===== config.mk =====
export PLATFORM = sky130hd
export DESIGN_NAME = fit_policy_segment_allocator
export DESIGN_NICKNAME = d
export VERILOG_FILES = /design/src/design/fpsa_pkg.sv /design/src/design/fpsa_seg_mem.sv /design/src/design/fpsa_fit_unit.sv /design/src/design/fit_policy_segment_allocator.sv
export SDC_FILE = /design/constraint.sdc
export NUM_CORES = 1
export LEC_CHECK = 0
export BUFFER_PORTS_ARGS = -buffer_cell sky130_fd_sc_hd__buf_4
export CAP_MARGIN = 20
export CORE_MARGIN = 1.5
export CORE_UTILIZATION = 60
export CTS_CLUSTER_SIZE = 28
export DETAILED_ROUTE_END_ITERATION = 10
export GPL_ROUTABILITY_DRIVEN = 0
export PLACE_DENSITY = 0.85
export SETUP_SLACK_MARGIN = 0.02
export SYNTH_ARGS = -nofsm -noshare
export SYNTH_HDL_FRONTEND = slang
export SYNTH_SLANG_ARGS = --single-unit

===== constraint.sdc =====
create_clock -name clk -period 9.37 [get_ports clk]
set_input_delay 1.874 -clock clk [delete_from_list [all_inputs] [get_ports clk]]
set_output_delay 1.874 -clock clk [all_outputs]
set_load 0.02 [all_outputs]

===== src/design/fpsa_pkg.sv =====
// Shared types and constants of the fit-policy segment allocator.
package fpsa_pkg;

  // Defaults for the top-level parameters
  localparam int MAX_SEGMENTS_DEF = 32;
  localparam int SIZE_BITS_DEF    = 16;

  // Beat field widths
  localparam int KIND_W  = 2;
  localparam int REQ_W   = 16;
  localparam int OWNER_W = 8;
  localparam int RIDX_W  = 5;
  localparam int ERR_W   = 2;
  localparam int POL_W   = 2;

  // Owner characters
  localparam logic [OWNER_W-1:0] HOLE_OWNER   = 8'h30;  // '0'
  localparam logic [OWNER_W-1:0] FIRST_LETTER = 8'h41;  // 'A'

  // Item kinds
  localparam logic [KIND_W-1:0] KIND_APPEND = 2'd0;
  localparam logic [KIND_W-1:0] KIND_ALLOC  = 2'd1;
  localparam logic [KIND_W-1:0] KIND_READ   = 2'd2;

  // Error codes
  localparam logic [ERR_W-1:0] ERR_OK    = 2'd0;
  localparam logic [ERR_W-1:0] ERR_NOFIT = 2'd1;
  localparam logic [ERR_W-1:0] ERR_FULL  = 2'd2;
  localparam logic [ERR_W-1:0] ERR_INDEX = 2'd3;

  // Fit policies; the unused code behaves as first fit
  localparam logic [POL_W-1:0] POL_FIRST = 2'd0;
  localparam logic [POL_W-1:0] POL_BEST  = 2'd1;
  localparam logic [POL_W-1:0] POL_WORST = 2'd2;

  // Result beat, last field in the lowest bits
  typedef struct packed {
    logic [15:0]        remainder_size;
    logic               entry_is_hole;
    logic [15:0]        entry_size;
    logic [OWNER_W-1:0] entry_owner;
    logic [4:0]         entry_index;
    logic [ERR_W-1:0]   error_code;
  } res_t;

  // Verdict of the fit unit on one table entry
  typedef struct packed {
    logic take;  // entry becomes the new pick
    logic stop;  // no later entry can replace it
  } fit_res_t;

endpackage


===== src/design/fpsa_seg_mem.sv =====
// Segment table storage: one write port, one read port with registered data.
module fpsa_seg_mem #(
  parameter int DEPTH = 32,
  parameter int WIDTH = 25,
  parameter int IDX_W = 5
) (
  input  logic             clk,
  input  logic             wr_en,
  input  logic [IDX_W-1:0] wr_addr,
  input  logic [WIDTH-1:0] wr_data,
  input  logic [IDX_W-1:0] rd_addr,
  output logic [WIDTH-1:0] rd_data
);

  logic [WIDTH-1:0] mem [DEPTH];

  always_ff @(posedge clk) begin
    if (wr_en) begin
      mem[wr_addr] <= wr_data;
    end
    rd_data <= mem[rd_addr];
  end

endmodule


===== src/design/fpsa_fit_unit.sv =====
// Shared compare unit: judges one table entry against the request and the current pick.
module fpsa_fit_unit #(
  parameter int SIZE_BITS = 16
) (
  input  logic                        entry_hole,
  input  logic [SIZE_BITS-1:0]        entry_size,
  input  logic [SIZE_BITS-1:0]        req_size,
  input  logic                        pick_valid,
  input  logic [SIZE_BITS-1:0]        pick_size,
  input  logic [fpsa_pkg::POL_W-1:0]  policy,
  output fpsa_pkg::fit_res_t          verdict
);
  import fpsa_pkg::*;

  logic fits;
  logic smaller;
  logic not_smaller;

  assign fits        = entry_hole && (entry_size >= req_size);
  assign smaller     = entry_size < pick_size;
  assign not_smaller = !smaller;

  always_comb begin
    verdict.take = fits && (!pick_valid
                            || ((policy == POL_BEST) && smaller)
                            || ((policy == POL_WORST) && not_smaller));
    // first fit (and the unused code) ends the scan on the first hole that fits
    verdict.stop = fits && !pick_valid && (policy != POL_BEST) && (policy != POL_WORST);
  end

endmodule


===== src/design/fit_policy_segment_allocator.sv =====
// Top level of the fit-policy segment allocator: sequencer, table and result register.
//
// Keeps an ordered table of up to MAX_SEGMENTS segments (size, owner character,
// hole mark). Append beats add a segment at the end, allocate beats place a
// request in a hole picked by fit_policy (0 first fit, 1 best fit = first
// smallest, 2 worst fit = last largest, 3 as first fit), read beats return
// one entry. The picked hole shrinks to the request, is owned by the next
// letter from 'A' and any remainder is inserted right after it as a hole
// owned by '0'. Every input beat gives exactly one result beat. The block
// handles one item at a time: s_tready is high only while the sequencer
// idles, but a finished result waits in its own output register, so the next
// item can enter while it is unread. Append and unknown kinds go straight to
// the output state, reads pass through a data state first, and allocations
// scan entries (all of them for best and worst fit, up to the first fitting
// hole for first fit), then, if a remainder is left, move entries up to open
// a slot for it. The table has a registered read port, so each scanned or
// moved entry passes through a read state and then a compare or write state.
// A result still unread in the output register holds the next one in the
// sequencer's final state until it is taken.
// fit_policy is taken on cfg beats at any time; change it only while idle.
module fit_policy_segment_allocator #(
  parameter int MAX_SEGMENTS = fpsa_pkg::MAX_SEGMENTS_DEF,
  parameter int SIZE_BITS    = fpsa_pkg::SIZE_BITS_DEF
) (
  input  logic        clk,
  input  logic        rst,
  // input item beats
  input  logic        s_tvalid,
  output logic        s_tready,
  // [15:0] request_size, [23:16] owner_name, [24] append_is_hole,
  // [29:25] read_index, [31:30] zero
  input  logic [31:0] s_tdata,
  // [1:0] kind
  input  logic [1:0]  s_tuser,
  // result beats
  output logic        m_tvalid,
  input  logic        m_tready,
  // [1:0] error_code, [6:2] entry_index, [14:7] entry_owner,
  // [30:15] entry_size, [31] entry_is_hole, [47:32] remainder_size
  output logic [47:0] m_tdata,
  // fit_policy register write
  input  logic        cfg_valid,
  output logic        cfg_ready,
  input  logic [1:0]  cfg_data
);
  import fpsa_pkg::*;

  localparam int IDX_W = (MAX_SEGMENTS > 1) ? $clog2(MAX_SEGMENTS) : 1;
  localparam int CNT_W = $clog2(MAX_SEGMENTS + 1);
  localparam int ENT_W = 1 + OWNER_W + SIZE_BITS;

  typedef enum logic [8:0] {
    S_IDLE     = 9'b000000001,
    S_SCAN_RD  = 9'b000000010,
    S_SCAN_CMP = 9'b000000100,
    S_DECIDE   = 9'b000001000,
    S_SHIFT_RD = 9'b000010000,
    S_SHIFT_WR = 9'b000100000,
    S_SPLIT    = 9'b001000000,
    S_RD_DATA  = 9'b010000000,
    S_OUT      = 9'b100000000
  } state_t;

  // table entry layout
  typedef struct packed {
    logic                 hole;
    logic [OWNER_W-1:0]   owner;
    logic [SIZE_BITS-1:0] size;
  } entry_t;

  // input beat fields
  logic [KIND_W-1:0]  in_kind;
  logic [REQ_W-1:0]   in_req;
  logic [OWNER_W-1:0] in_owner;
  logic               in_hole;
  logic [RIDX_W-1:0]  in_ridx;
  logic               in_accept;

  assign in_kind   = s_tuser;
  assign in_req    = s_tdata[15:0];
  assign in_owner  = s_tdata[23:16];
  assign in_hole   = s_tdata[24];
  assign in_ridx   = s_tdata[29:25];
  assign in_accept = s_tvalid && s_tready;

  // control state
  state_t             state;
  logic [CNT_W-1:0]   segment_count;
  logic [OWNER_W-1:0] letter;
  logic [POL_W-1:0]   policy;
  logic               pick_valid;

  // working registers
  logic [SIZE_BITS-1:0] req_q;
  logic [SIZE_BITS-1:0] pick_size;
  logic [IDX_W-1:0]     pick_idx;
  logic [SIZE_BITS-1:0] diff_q;
  logic [CNT_W-1:0]     scan;
  logic [CNT_W-1:0]     src;
  logic [RIDX_W-1:0]    ridx_q;
  res_t                 res;
  res_t                 out_q;

  // table ports
  logic             mem_we;
  logic [IDX_W-1:0] mem_waddr;
  entry_t           mem_wdata;
  logic [IDX_W-1:0] mem_raddr;
  logic [ENT_W-1:0] mem_rdata;
  entry_t           rd_ent;

  logic                 table_full;
  logic                 read_beyond;
  logic [SIZE_BITS-1:0] diff;
  logic                 shift_more;
  fit_res_t             verdict;

  assign rd_ent      = entry_t'(mem_rdata);
  assign table_full  = segment_count == CNT_W'(MAX_SEGMENTS);
  assign read_beyond = 32'(in_ridx) >= 32'(segment_count);
  assign diff        = pick_size - req_q;
  // another entry to move while the one below the source still lies above the pick
  assign shift_more  = (src - 1'b1) > CNT_W'(pick_idx);

  assign s_tready  = state == S_IDLE;
  assign cfg_ready = 1'b1;
  assign m_tdata   = out_q;

  fpsa_seg_mem #(
    .DEPTH (MAX_SEGMENTS),
    .WIDTH (ENT_W),
    .IDX_W (IDX_W)
  ) u_mem (
    .clk     (clk),
    .wr_en   (mem_we),
    .wr_addr (mem_waddr),
    .wr_data (mem_wdata),
    .rd_addr (mem_raddr),
    .rd_data (mem_rdata)
  );

  fpsa_fit_unit #(
    .SIZE_BITS (SIZE_BITS)
  ) u_fit (
    .entry_hole (rd_ent.hole),
    .entry_size (rd_ent.size),
    .req_size   (req_q),
    .pick_valid (pick_valid),
    .pick_size  (pick_size),
    .policy     (policy),
    .verdict    (verdict)
  );

  // Read address: the entry under scan, the entry being moved, or the read
  // index of the beat on the input so that its data is ready in the next cycle.
  always_comb begin
    case (state)
      S_SCAN_RD:  mem_raddr = scan[IDX_W-1:0];
      S_SHIFT_RD: mem_raddr = src[IDX_W-1:0];
      default:    mem_raddr = IDX_W'(in_ridx);
    endcase
  end

  // Write port: append at the end, shrink the pick, move an entry up, or
  // place the remainder hole.
  always_comb begin
    mem_we    = 1'b0;
    mem_waddr = segment_count[IDX_W-1:0];
    mem_wdata = '{hole: in_hole, owner: in_owner, size: SIZE_BITS'(in_req)};
    case (state)
      S_IDLE: begin
        mem_we = in_accept && (in_kind == KIND_APPEND) && !table_full;
      end
      S_DECIDE: begin
        mem_we    = pick_valid && !((diff != '0) && table_full);
        mem_waddr = pick_idx;
        mem_wdata = '{hole: 1'b0, owner: letter, size: req_q};
      end
      S_SHIFT_WR: begin
        mem_we    = 1'b1;
        mem_waddr = IDX_W'(src + 1'b1);
        mem_wdata = rd_ent;
      end
      S_SPLIT: begin
        mem_we    = 1'b1;
        mem_waddr = pick_idx + 1'b1;
        mem_wdata = '{hole: 1'b1, owner: HOLE_OWNER, size: diff_q};
      end
      default: begin
        mem_we = 1'b0;
      end
    endcase
  end

  always_ff @(posedge clk) begin
    if (rst) begin
      state         <= S_IDLE;
      segment_count <= '0;
      letter        <= FIRST_LETTER;
      policy        <= POL_FIRST;
      pick_valid    <= 1'b0;
      m_tvalid      <= 1'b0;
    end else begin
      if (cfg_valid && cfg_ready) begin
        policy <= cfg_data;
      end
      // drop valid once taken, unless a new result replaces it this cycle
      if (m_tvalid && m_tready && (state != S_OUT)) begin
        m_tvalid <= 1'b0;
      end

      case (state)
        S_IDLE: begin
          if (in_accept) begin
            case (in_kind)
              KIND_APPEND: begin
                if (table_full) begin
                  res <= '{error_code: ERR_FULL, entry_index: '0, entry_owner: '0,
                           entry_size: '0, entry_is_hole: 1'b0, remainder_size: '0};
                end else begin
                  segment_count <= segment_count + 1'b1;
                  res <= '{error_code: ERR_OK, entry_index: 5'(segment_count),
                           entry_owner: in_owner, entry_size: 16'(SIZE_BITS'(in_req)),
                           entry_is_hole: in_hole, remainder_size: '0};
                end
                state <= S_OUT;
              end
              KIND_ALLOC: begin
                req_q      <= SIZE_BITS'(in_req);
                scan       <= '0;
                pick_valid <= 1'b0;
                state      <= S_SCAN_RD;
              end
              KIND_READ: begin
                ridx_q <= in_ridx;
                if (read_beyond) begin
                  res   <= '{error_code: ERR_INDEX, entry_index: in_ridx, entry_owner: '0,
                             entry_size: '0, entry_is_hole: 1'b0, remainder_size: '0};
                  state <= S_OUT;
                end else begin
                  state <= S_RD_DATA;
                end
              end
              default: begin
                res   <= '0;
                state <= S_OUT;
              end
            endcase
          end
        end

        S_RD_DATA: begin
          res   <= '{error_code: ERR_OK, entry_index: ridx_q, entry_owner: rd_ent.owner,
                     entry_size: 16'(rd_ent.size), entry_is_hole: rd_ent.hole,
                     remainder_size: '0};
          state <= S_OUT;
        end

        S_SCAN_RD: begin
          // scan ends at the count; the read for this entry lands next cycle
          if (scan == segment_count) begin
            state <= S_DECIDE;
          end else begin
            state <= S_SCAN_CMP;
          end
        end

        S_SCAN_CMP: begin
          if (verdict.take) begin
            pick_valid <= 1'b1;
            pick_idx   <= scan[IDX_W-1:0];
            pick_size  <= rd_ent.size;
          end
          scan <= scan + 1'b1;
          if (verdict.stop) begin
            state <= S_DECIDE;
          end else begin
            state <= S_SCAN_RD;
          end
        end

        S_DECIDE: begin
          if (!pick_valid) begin
            res   <= '{error_code: ERR_NOFIT, entry_index: '0, entry_owner: '0,
                       entry_size: '0, entry_is_hole: 1'b0, remainder_size: '0};
            state <= S_OUT;
          end else if ((diff != '0) && table_full) begin
            res   <= '{error_code: ERR_FULL, entry_index: '0, entry_owner: '0,
                       entry_size: '0, entry_is_hole: 1'b0, remainder_size: '0};
            state <= S_OUT;
          end else begin
            res    <= '{error_code: ERR_OK, entry_index: 5'(pick_idx), entry_owner: letter,
                        entry_size: 16'(req_q), entry_is_hole: 1'b0,
                        remainder_size: 16'(diff)};
            letter <= letter + 1'b1;
            diff_q <= diff;
            src    <= segment_count - 1'b1;
            if (diff == '0) begin
              state <= S_OUT;
            end else if ((segment_count - 1'b1) > CNT_W'(pick_idx)) begin
              state <= S_SHIFT_RD;
            end else begin
              state <= S_SPLIT;
            end
          end
        end

        S_SHIFT_RD: begin
          state <= S_SHIFT_WR;
        end

        S_SHIFT_WR: begin
          // entry src moves to src + 1; walk down towards the pick
          src <= src - 1'b1;
          if (shift_more) begin
            state <= S_SHIFT_RD;
          end else begin
            state <= S_SPLIT;
          end
        end

        S_SPLIT: begin
          segment_count <= segment_count + 1'b1;
          state         <= S_OUT;
        end

        S_OUT: begin
          // hold the result until the output register is free
          if (!m_tvalid || m_tready) begin
            out_q    <= res;
            m_tvalid <= 1'b1;
            state    <= S_IDLE;
          end
        end

        default: begin
          state <= S_IDLE;
        end
      endcase
    end
  end

`ifndef SYNTHESIS
  a_count_bound: assert property (@(posedge clk) disable iff (rst)
    32'(segment_count) <= MAX_SEGMENTS)
    else $error("segment count beyond table depth");

  a_write_in_range: assert property (@(posedge clk) disable iff (rst)
    mem_we |-> (32'(mem_waddr) <= 32'(segment_count)))
    else $error("table write beyond the end of the table");

  a_shift_above_pick: assert property (@(posedge clk) disable iff (rst)
    (state == S_SHIFT_WR) |-> (src > CNT_W'(pick_idx)))
    else $error("entry move reached the picked hole");

  a_scan_in_table: assert property (@(posedge clk) disable iff (rst)
    (state == S_SCAN_CMP) |-> (scan < segment_count))
    else $error("scan compared an entry beyond the count");

  a_letter_on_alloc: assert property (@(posedge clk) disable iff (rst)
    !$stable(letter) |-> $past(state == S_DECIDE))
    else $error("owner letter advanced outside an allocation");
`endif

endmodule

---- After elaboration in Yosys (flattened, before gate mapping) ----
Memory sizes are Yosys's and may differ from the RTL's. A register that Yosys moved wholly into a read port is not among the register bits.
Index checks and enable logic that the tools add are counted.
word-level totals
  register bits after elaboration ......... 193
  bits in writable memories ............... 800
  output and inout port bits .............. 51
  logic and storage cells ................. 154
  memories kept ........................... 1
memories
  memory     depth  bits a word  rd ports  clocked after memory_dff  wr ports  line                RTL
  u_mem.mem  32     25           1         1                         1         fpsa_seg_mem.sv:15  logic [WIDTH-1:0] mem [DEPTH];
cells by class
  add/subtract/negate cells ............... 8
  magnitude comparators ................... 5
  equal/unequal tests ..................... 28
  mux-type cells .......................... 42
  bitwise operators ....................... 2
  reduce and logical (&&, ||, !) cells .... 43
operator list
  cell                                                                      number
  48-bit one-hot mux with 3 select lines                                    2
  48-bit two-way mux                                                        4
  25-bit one-hot mux with 3 select lines                                    1
  9-bit one-hot mux with 8 select lines                                     1
  9-bit two-way mux                                                         6
  6-bit two-way mux                                                         7
  6-bit one-hot mux with 2 select lines                                     3
  32-bit two-way mux                                                        1
  4-bit AND reduction                                                       7
  9-bit one-hot mux with 2 select lines                                     1
  16-bit greater-or-equal comparator                                        1
  16-bit zero test                                                          1
  16-bit less-than comparator                                               1
  16-bit nonzero test                                                       1
  16-bit subtractor                                                         1
  5-bit one-hot mux with 3 select lines                                     1
  1-bit logical AND                                                         14
  7-bit two-way mux                                                         2
  6-bit by 1-bit adder with 6-bit output (second input constant)            2
  6-bit by 5-bit > comparator with 1-bit output                             2
  2-bit inequality test (second input constant)                             6
  6-bit by 1-bit subtractor with 6-bit output (second input constant)       2
  5-bit by 1-bit adder with 5-bit output (second input constant)            2
  2-bit by 1-bit inequality test with 1-bit output (second input constant)  5
  32 further kinds                                                          54

---- Longest topological paths before layout ----
  depth after elaboration ................. 8
  gate-level depth with buffers ........... 14

---- Hierarchy ----
A second synthesis with hierarchy kept.
second synthesis, totals
  cell total of the unflattened synthesis .. 2750
  area total of the unflattened synthesis .. 42373.1 um^2
by module, submodules not included
  module                        instances  cells each  area an instance (um^2)  sequential area each (um^2)
  fpsa_seg_mem                  1          1778        31826.8                  24523.5
  fit_policy_segment_allocator  1          860         9745.6                   5525.3
  fpsa_fit_unit                 1          112         800.8                    0.0

---- Worst setup path after synthesis ----
Ideal clock, no wire load.
  kind .................................... input -> register
  start point ............................. input rst
  end point ............................... register out_q (netlist bit m_tdata[0]), enable pin
  data arrival time ....................... 5.597 ns
  slack ................................... 3.260 ns
  cell stages on the path ................. 3
  path buffers ............................ 2
  cells stage by stage .................... clkbuf_1 -> buf_1 -> nor3_1
on the way
  cells in the longest elaborated chain, start to end .. 2
RTL lines
  item                                  line                                 RTL
  start, declared                       fit_policy_segment_allocator.sv:26   input logic rst,
  1-bit NOT (no source line)            -
  3-bit AND reduction (no source line)  -
  end signal, assigned                  fit_policy_segment_allocator.sv:330  out_q <= res;
  end, declared                         fit_policy_segment_allocator.sv:102  res_t out_q;
Every way passes these cells.
A chain may end at the register's enable or synchronous reset.

---- Worst setup path after layout ----
  start point ............................. register req_q[0]
  end point ............................... memory u_mem.mem[21][11], enable pin
on the way
  cells in the longest elaborated chain, start to end .. 8
RTL lines
  item                                     line                                 RTL
  start, declared                          fit_policy_segment_allocator.sv:94   logic [SIZE_BITS-1:0] req_q;
  start signal, assigned                   fit_policy_segment_allocator.sv:229  req_q <= SIZE_BITS'(in_req);
  16-bit subtractor                        fit_policy_segment_allocator.sv:121  assign diff = pick_size - req_q;
  named net diff[14]                       fit_policy_segment_allocator.sv:114  logic [SIZE_BITS-1:0] diff;
  16-bit nonzero test                      fit_policy_segment_allocator.sv:175  mem_we = pick_valid && !((diff != '0) && table_full);
  1-bit logical AND                        fit_policy_segment_allocator.sv:175
  1-bit zero test                          fit_policy_segment_allocator.sv:175
  1-bit logical AND                        fit_policy_segment_allocator.sv:175
  1-bit one-hot mux with 3 select lines    fit_policy_segment_allocator.sv:170  case (state)
  1-bit two-way mux                        fpsa_seg_mem.sv:18                   if (wr_en) begin
  1-bit two-way mux (not written as such)  fpsa_seg_mem.sv:19                   mem[wr_addr] <= wr_data;
  end, declared                            fpsa_seg_mem.sv:15
The timed path passes the listed nets, and every way through them passes these cells.

==> metrics.md <==
| Metric | Value |
|---|---|
| Worst slew margin relative to its limit | 21.3% |
| Post-synthesis mux area share | 1.42% |
| CTS Buf Count | 95 |
| DR WL/cell | 23.9 µm |
| Fin nets | 3,520 |
| Final setup margin | 3.81 ns |
| CTS resizes | 0 |
| VDD IR-drop max | 0.146 mV |
| Largest family of logic cells by synthesized area | simple AND/OR/NAND/NOR gates |
| Crit. End Element | flop |
| Seq/Total Area, Yosys | 70.7% |
| Clock-pin slew on the worst setup and hold paths | 0.06 ns |
| Top_reg_cell synth | edfxtp_1 |
| Syn. warnings | 0 |
| R2r worst-path depth | 13 |
| Post-synth EDFFs | 966 |
| Initial antenna violation count | 0 |
| Worst Hold End | m_tdata[46] |
| Setup violators final | 0 |
| Fin crit period | 5.56 ns |
| IO Port Bufs | 88 |
| Core area | 70,000 µm² |
| Critical path class | flop to flop |
| Synthesized area | 42,500 µm² |
| Status | finished, final reports clean |
| FP Rows | 97 |
| I/O Pins | 92 |
| Max-cap violations | 0 |
| Number of synthesized register bits | 1,018 |
| Hold_sp | res[46] |
| Effective utilization at floorplan | 60.7% |
| Pwr Density | 210 nW/µm² |
| Hold Path Depth | 0 |
| Fin Setup TNS | 0 ns |
| Router iterations before antenna repair | 8 |
| RSZ-0062 raised after global routing | false |
| Worst Path Max Fanout | 26 |
| Tot GR Track Use | 28.9% |
| DIE AREA | 72,400 µm² |
| DR DRC count | 0 |
| Syn Nets | 3,457 |
| Reg-to-reg startpoint | req_q[0] |
| XOR/XNOR share of the synthesized area | 0.701% |
| CTS HTree Levels | 3 |
| Worst reg-to-reg setup slack | 3.81 ns |
| Finished Core Util | 68.0% |
| Initial DRC count | 4,565 |
| Simple-gate share of the synthesized area | 14.0% |
| Leak Pwr | 16.9 nW |
| Worst slack, placed | 3.95 ns |
| WHS | 0.412 ns |
| Final Power | 0.0100 W |
| Via-per-instance ratio | 6.49 |
| Global route overflow | 0 |
| CTS max path bufs | 3 |
| Clock skew | 0.0262 ns |
| Post-DP HPWL | 61,100 µm |
| Cts hold-fix bufs | 0 |
| Worst Path Arrival | 5.83 ns |
| # diodes | 0 |
| Clock latency on the worst-skew pair | 0.67 ns |
| Synth Area in Compound Gates | 8.41% |
| Worst R2R End | u_mem.mem[21][11] |
| Area grow syn2layout | 12.2% |
| CTS sink cnt | 1,018 |
| Ys async rst share | 0% |
| Vias in the first global route | 27,600 |
| Final WL | 106,000 µm |
| Tightest Hold Check Type | flop to flop |
| Die W | 269 µm |
| Total number of vias | 28,700 |
| Post-Synthesis Cells | 3,342 |
| Syn Area/Cell | 12.7 µm² |
| Worst endpoint required time | 9.63 ns |
| Final Hold Fails | 0 |
| Crit share post-route | 59.4% |
| Achievable Freq | 0.180 GHz |
| Die height | 269 µm |
| First-pass GRT wire length | 158,000 µm |
| CP startpoint kind | flop |
| Largest net degree at the start of global routing | 176 |
| CTS tree | built |
| Yosys cell types | 71 |
| Fin. max-slew vios | 0 |
| Detail Route Antenna Nets | 0 |
| Worst-Margin Slew | 1.18 ns |
| Postcts setup bufs | 0 |
| CTS root buffer | clkbuf_16 |
| Share of cells above drive strength 1 | 10.8% |
| Adder-Cell Fraction of Synth Area | 2.20% |
[critical path: stages (launching register included)]
cell	delay (ns)
edfxtp_1	0.48
ha_1	0.26
fa_1	0.41
nor2b_1	0.21
o2111a_1	0.24
o311ai_0	0.24
o311a_1	0.43
xnor2_1	0.21
nor4_1	0.81
o2bb2ai_2	0.18
buf_4	0.36
o21ai_1	0.15
buf_4	0.22
nor2_4	0.92
[how the worst max path moves through the flow]
stage,startpoint,end,slack (ns),cells after the start
floorplan,rst,m_tdata[0],3.26,3
global placement,req_q[0],u_mem.mem[20][8],4.10,13
detailed placement,s_tdata[25],u_mem.rd_data[5],3.95,9
CTS,req_q[0],u_mem.mem[21][18],3.96,13
global route,req_q[0],u_mem.mem[20][20],3.74,13
finish,req_q[0],u_mem.mem[21][11],3.81,13
[stage by stage]
stage               instance area, µm²  cells
floorplan                        42500   3342
global placement                 44300   4240
detailed placement               44300   4242
CTS                              47500   4417
global route                     47600   4423
finish                           47600   4423
[flip-flops by register name (all words and copies together), names as in the netlist, 8 cells and up]
| name | count |
|---|---|
| diff_q | 16 |
| u_mem.rd_data | 25 |
| letter | 8 |
| m_tdata | 48 |
| u_mem.mem | 800 |
| req_q | 16 |
| pick_size | 16 |
| res | 48 |
| state | 9 |
[kinds of logic (layout without fill, tap and decap cells)]
| group | Yosys count | in the layout |
|---|---|---|
| buf+inv | 263 | 404 |
| xor+xnor | 34 | 34 |
| simple gates | 1345 | 1345 |
| compound gates | 547 | 547 |
| flops | 1018 | 1018 |
| fa+ha+maj | 74 | 74 |
| mux | 60 | 60 |
| other cells | 1 | 1 |
[where the power goes]
group / internal (W) / switching [W] / leakage (nW)
logic: 0.000293 / 0.000652 / 6.18
registers: 0.00506 / 0.0000797 / 9.13
clock network: 0.00226 / 0.00167 / 1.55
total: 0.00761 / 0.00240 / 16.9
[cells in the mapped netlist, drive strengths merged (49+ instances only)]
cell type | n | share of area, %
nand3 | 218 | 2.6
edfxtp | 966 | 68
a31oi | 54 | 0.80
nand2 | 774 | 6.8
buf | 73 | 0.88
a32oi | 49 | 1.0
and3 | 61 | 0.90
dfxtp | 52 | 2.5
nor2 | 132 | 1.2
o21ai | 119 | 1.4
clkbuf | 120 | 1.1
ha | 73 | 2.2
mux2i | 57 | 1.3
a21oi | 152 | 1.8
inv | 70 | 0.62
[cell type report]
cell class | count | area (µm²)
clock inverters | 61 | 688
flip-flops and latches | 1018 | 30000
well taps | 940 | 1180
repair buffers | 159 | 1330
fillers | 4345 | 22400
inverters | 70 | 263
clock buffers | 114 | 2480
multi-input cells | 2061 | 11700
[metal layers]
metal / vias up / GRT usage (%) / part of all wire (%)
met5: - / 0 / 0
met4: 0 / 11.8 / 3.7
met3: 332 / 5.87 / 12
met2: 2175 / 47.4 / 48
met1: 13700 / 38.1 / 36
li1: 12500 / - / -
[placed cells by master, fill, tap and decap left out, types with 32 or more instances in the layout]
cell type and instances:
a21oi_1 138, a221oi_1 32, a22oi_1 32, a31oi_1 54
a32oi_1 49, and3_1 61, buf_4 149, clkbuf_16 98
dfxtp_1 52, edfxtp_1 966, ha_1 73, inv_1 70
mux2i_1 57, nand2_1 774, nand3_1 218, nor2_1 101
o21ai_0 113
Note: power is estimated with default switching activity, not from simulation.
